===== src/sparse_table_range_min_core_assert.svh =====
// assertion macros shared by the range-minimum engine modules
// expects a clock named aclk and an active-low reset named aresetn in scope
`ifndef SPARSE_TABLE_RANGE_MIN_CORE_ASSERT_SVH
`define SPARSE_TABLE_RANGE_MIN_CORE_ASSERT_SVH

// condition holds at every clock edge out of reset
`define STRM_ASSERT_ALWAYS(lbl, cond) \
    lbl: assert property (@(posedge aclk) disable iff (!aresetn) (cond)) \
        else $error("strm assertion failed");

// antecedent implies consequent in the same cycle
`define STRM_ASSERT_IMPLY(lbl, ante, cons) \
    lbl: assert property (@(posedge aclk) disable iff (!aresetn) (ante) |-> (cons)) \
        else $error("strm assertion failed");

`endif


===== src/strm_pkg.sv =====
// shared types and constants for the sparse-table range-minimum engine
// no dependencies
package strm_pkg;

    localparam int FUNC_W = 2;
    localparam int VALUE_W = 32;
    localparam int POS_W = 10;

    localparam int MAX_ELEMENTS_DEF = 1024;
    localparam int LEVELS_DEF = 11;

    localparam logic [FUNC_W-1:0] FUNC_CLEAR = 2'd0;
    localparam logic [FUNC_W-1:0] FUNC_APPEND = 2'd1;
    localparam logic [FUNC_W-1:0] FUNC_QUERY = 2'd2;
    localparam logic [FUNC_W-1:0] FUNC_UNUSED = 2'd3;

    typedef enum logic [1:0] {
        OP_CLEAR,
        OP_APPEND,
        OP_QUERY
    } op_t;

    typedef struct packed {
        op_t               op;
        logic [VALUE_W-1:0] value;
        logic [POS_W-1:0]   lo;
        logic [POS_W-1:0]   hi;
    } item_t;

    typedef enum logic [3:0] {
        ST_IDLE,
        ST_L0,
        ST_B_LVL,
        ST_B_TAB,
        ST_B_ELEM,
        ST_B_WR,
        ST_Q_TAB,
        ST_Q_ELEM,
        ST_Q_RES
    } state_t;

endpackage


===== src/strm_front.sv =====
// front end: accepts input words, decodes func, queues commands for the back end
// depends on strm_pkg
module strm_front (
    input  logic                          aclk,
    input  logic                          aresetn,
    input  logic                          s_valid,
    output logic                          s_ready,
    input  logic [strm_pkg::FUNC_W-1:0]   s_func,
    input  logic [strm_pkg::VALUE_W-1:0]  s_value,
    input  logic [strm_pkg::POS_W-1:0]    s_lo,
    input  logic [strm_pkg::POS_W-1:0]    s_hi,
    output logic                          q_valid,
    output strm_pkg::item_t               q_item,
    input  logic                          q_pop
);

    strm_pkg::item_t slot_reg [2];
    logic            wr_ptr_reg, wr_ptr_next;
    logic            rd_ptr_reg, rd_ptr_next;
    logic [1:0]      fill_reg, fill_next;
    logic            push;
    logic            keep;
    strm_pkg::op_t   op;

    // decode func, unused code is accepted and dropped
    always_comb begin
        keep = 1'b1;
        op = strm_pkg::OP_CLEAR;
        unique case (s_func)
            strm_pkg::FUNC_CLEAR:  op = strm_pkg::OP_CLEAR;
            strm_pkg::FUNC_APPEND: op = strm_pkg::OP_APPEND;
            strm_pkg::FUNC_QUERY:  op = strm_pkg::OP_QUERY;
            default:               keep = 1'b0;
        endcase
    end

    assign s_ready = (fill_reg != 2'd2);
    assign push = s_valid && s_ready && keep;
    assign q_valid = (fill_reg != 2'd0);
    assign q_item = slot_reg[rd_ptr_reg];

    // queue pointers
    always_comb begin
        wr_ptr_next = wr_ptr_reg ^ push;
        rd_ptr_next = rd_ptr_reg ^ (q_pop && q_valid);
        fill_next = fill_reg + 2'(push) - 2'(q_pop && q_valid);
    end

    always_ff @(posedge aclk) begin
        if (!aresetn) begin
            wr_ptr_reg <= 1'b0;
            rd_ptr_reg <= 1'b0;
            fill_reg <= 2'd0;
        end else begin
            wr_ptr_reg <= wr_ptr_next;
            rd_ptr_reg <= rd_ptr_next;
            fill_reg <= fill_next;
        end
    end

    // queue storage
    always_ff @(posedge aclk) begin
        if (push) begin
            slot_reg[wr_ptr_reg] <= '{op: op, value: s_value, lo: s_lo, hi: s_hi};
        end
    end

endmodule


===== config.mk =====
export PLATFORM = sky130hd
export DESIGN_NAME = strm_front
export DESIGN_NICKNAME = d
export VERILOG_FILES = /design/src/sparse_table_range_min_core_assert.svh /design/src/strm_pkg.sv /design/src/strm_front.sv
export SDC_FILE = /design/constraint.sdc
export NUM_CORES = 1
export LEC_CHECK = 0
export ABC_AREA = 1
export BUFFER_PORTS_ARGS = -buffer_cell sky130_fd_sc_hd__buf_4
export CORE_MARGIN = 3
export CORE_UTILIZATION = 45
export CTS_BUF_LIST = sky130_fd_sc_hd__clkbuf_8
export DETAILED_ROUTE_END_ITERATION = 10
export GPL_TIMING_DRIVEN = 1
export PLACE_DENSITY = 0.7
export RECOVER_POWER = 25
export SYNTH_ARGS = -nofsm -noshare
export SYNTH_HDL_FRONTEND = slang
export SYNTH_SLANG_ARGS = --single-unit

===== constraint.sdc =====
create_clock -name aclk -period 9.1 [get_ports aclk]
set_input_delay 0.455 -clock aclk [delete_from_list [all_inputs] [get_ports aclk]]
set_output_delay 0.455 -clock aclk [all_outputs]
set_load 0.01 [all_outputs]

==> results.rst <==
.. list-table::
   :header-rows: 1

   * - Metric
     - Value
   * - Number of buffers created by CTS
     - 17
   * - Path class of the lowest-slack min-delay path
     - primary input to register
   * - Net Sw Frac
     - 25.5%
   * - GPL Wtd Cong
     - 0.748
   * - Signal arrival time at the worst endpoint
     - 2.03 ns
   * - Clock network fraction of total power
     - between 30% and 40%
   * - Top cells by area in the synthesized netlist
     - sky130_fd_sc_hd__edfxtp_1 73%, sky130_fd_sc_hd__mux2_4 17%, sky130_fd_sc_hd__buf_12 2.3%, sky130_fd_sc_hd__dfxtp_1 2.3%, sky130_fd_sc_hd__inv_1 1.0%
   * - Die X
     - 105 um
   * - Combinational share of power
     - 23.3%
   * - Sum of negative setup slack
     - 0 ns
   * - Cell-by-cell listing of the critical path
     - mux2_2, buf_4
   * - Net switching power figure
     - about 400 uW
   * - Number of antenna violations at the first check in global routing
     - 0
   * - Data required, critical path
     - around 8.7 ns
   * - LEAKAGE
     - 0.00226 uW
   * - Final Setup Violations
     - 0
   * - Final Max Tran Viols
     - 0
   * - Detailed-route wire length
     - 7430 um
   * - FMAX
     - ~400 MHz
   * - Area share of the leading cell type in the synthesized netlist
     - 73.3%
   * - Number of cell rows
     - 35
   * - Count of nets left with antenna violations after detail routing
     - 0
   * - PD cells
     - 272 nW/um^2
   * - Number of violations of the max-capacitance limit
     - 0
   * - Post-synth top area cell
     - sky130_fd_sc_hd__edfxtp_1
   * - FILL cells
     - 711
   * - Share of the yosys chip area belonging to registers
     - 75.5%
   * - Final Cycle Share
     - 27.4%
   * - Cts repair resizes
     - 0
   * - Clock skew after layout
     - 0.0105 ns
   * - Worst Tran Pin Value
     - 1.02 ns
   * - Slowest cell delay on critical path
     - ~1.0 ns
   * - Netlist area before placement
     - 4430 sq um
   * - WL per Instance
     - 15.5 um
   * - Largest net degree at the start of global routing
     - 55
   * - Synthesized instance count
     - 209
   * - Final hold vios
     - 0
   * - First-pass GRT wire length
     - ~12,000 um
   * - Clock tree root driver cell
     - sky130_fd_sc_hd__clkbuf_8
   * - Clk buf depth
     - 2
   * - Initial Util
     - 47.0%
   * - Layout overhead on the synthesized area
     - 30.1%
   * - Final HPWL DP
     - around 4700 um
   * - Final Net Count
     - 397
   * - Count of warnings emitted by yosys
     - 0
   * - Total vias in the final route
     - 2,210
   * - Mapped Nets
     - approximately 270
   * - Layout cell share with drive strength beyond 1
     - between 50% and 60%
   * - Worst slack at placement
     - approximately 6.7 ns
   * - Via density per instance
     - around 4.6
   * - Final WS setup
     - around 6.6 ns
   * - Internal
     - 1160 uW
   * - Clock transition time at the flip-flop clock pins of the worst setup and hold paths
     - 0.06 ns
   * - Number of design rule violations left after detail routing
     - 0
   * - Nature of the critical path endpoint
     - primary output
   * - Count of different cell masters after synthesis
     - 16
   * - Worst-case headroom to the max-slew limit
     - a little under a third
   * - Number of buffer cells added on primary ports
     - around 110
   * - Hold_buf cts
     - 0
   * - Outcome
     - completed
   * - Core Box Area
     - 9420 sq um
   * - Maximum net fanout on the critical path
     - 54
   * - Via count of the first global-routing pass
     - 2,409
   * - Class of the most critical setup path
     - register to primary output
   * - Global router's overall resource usage
     - 14.2%
   * - Clock tree sinks
     - between 100 and 150
   * - CP delay by family, top
     - flip-flops
   * - Share of total power in sequential cells
     - between 40% and 50%
   * - Minimum clock period after layout
     - 2.49 ns
   * - CTS H-tree lvls
     - 4
   * - Die height
     - 105 um
   * - Flop and latch count out of synthesis
     - roughly 110
   * - RSZ-0062 raised after global routing
     - false
   * - Die ar.
     - 11,100 sq um
   * - Num ports
     - 114
   * - Clock latency on the worst-skew pair
     - 0.41 ns
   * - Drt pass-1 iters
     - 4
   * - Buffers inserted during post-CTS setup optimization
     - 0
   * - Buffering stage count on the worst path with inverters included
     - 1
   * - Mean cell area of the mapped netlist
     - 21.2 sq um
   * - Flip-flop count of the largest register after layout
     - 108
   * - Worst setup slack for register-to-register paths
     - between 6 and 7 ns
   * - CTS tree
     - yes
   * - Worst vdd rail ir drop
     - ~160 uV
   * - Kind of start point of the critical path
     - register
   * - Global route total overflow
     - 0
   * - Antenna fix cells
     - 0
   * - Library cell contributing the largest single delay on the critical path
     - sky130_fd_sc_hd__dfxtp_4
   * - Iter 0 DRT Violations
     - about 80
logic make-up after synthesis:
| group | synth area share (%) |
|---|---|
| AO/OA/AOI/OAI | 0.650 |
| adder cells (fa/ha/maj) | 0.565 |
| buffers and inverters | 3.53 |
| multiplexers | 18.0 |
| AND/OR/NAND/NOR | 1.53 |
| XOR/XNOR | 0.198 |
| flip-flops | 75.5 |
stage by stage:
step | cells | utilization [%] | hold slack, ns | total power [uW] | cell area, sq um
finish | 479 | 61.1 | 0.232 | 1560 | 5760
global route | 479 | 61.1 | 0.202 | 1640 | 5760
CTS | 479 | 61.4 | 0.189 | 1590 | 5780
detailed placement | 447 | 56.9 | 0.455 | 1090 | 5350
global placement | 447 | 56.9 | 0.449 | 1080 | 5350
floorplan | 209 | - | 0.447 | 946 | 4430
per-layer routing:
layer	global-route usage, %	vias to the layer above	part of all wire [%]
met3	6.42	10	6.4
li1	-	1055	-
met5	0	-	0
met1	16.1	1067	41
met2	23.4	78	51
met4	5.62	0	1.4
synthesized netlist by cell type (all sizes together):
library cell	count
a21oi	3
buf	6
dfxtp	5
edfxtp	108
ha	2
inv	12
mux2	54
nand2	7
nand3	2
nor2	7
o21ai	2
xor2	1
area by class of cell:
type	count	area [sq um]	area share, %
sequential	113	3350	58.2
tap	129	161	2.80
inverter	12	45.0	0.783
clock inverter	15	191	3.33
timing repair buffer	115	841	14.6
multi-input combinational	78	936	16.3
clock buffer	17	234	4.07
layout by cell type, fill, tap and decap left out, drive strengths merged, types with 4 or more instances in the layout:
cell	instances
clkinv	7
buf	77
clkbuf	55
bufinv	4
mux2	54
inv	13
nor2	7
dfxtp	5
edfxtp	108
nand2	7
power by group through the flow:
stage / clock network [uW] / logic (uW) / registers, uW
3_3_place_gp: 0 / 368 / 713
2_1_floorplan: 0 / 270 / 676
6_report: 495 / 364 / 704
3_5_place_dp: 0 / 372 / 717
5_1_grt: 536 / 391 / 714
4_1_cts: 509 / 373 / 706
path summary, 6_finish.rpt:
path | from | to | depth (start not counted)
setup / recovery | register | q_item[2] | 2
hold / removal | s_value[15] | slot_reg[1][35] | 1
setup reg to reg | fill_reg[0] | slot_reg[0][38] | 6
hold reg to reg | rd_ptr_reg | register | 2
Power figures use the tool's default switching activity.
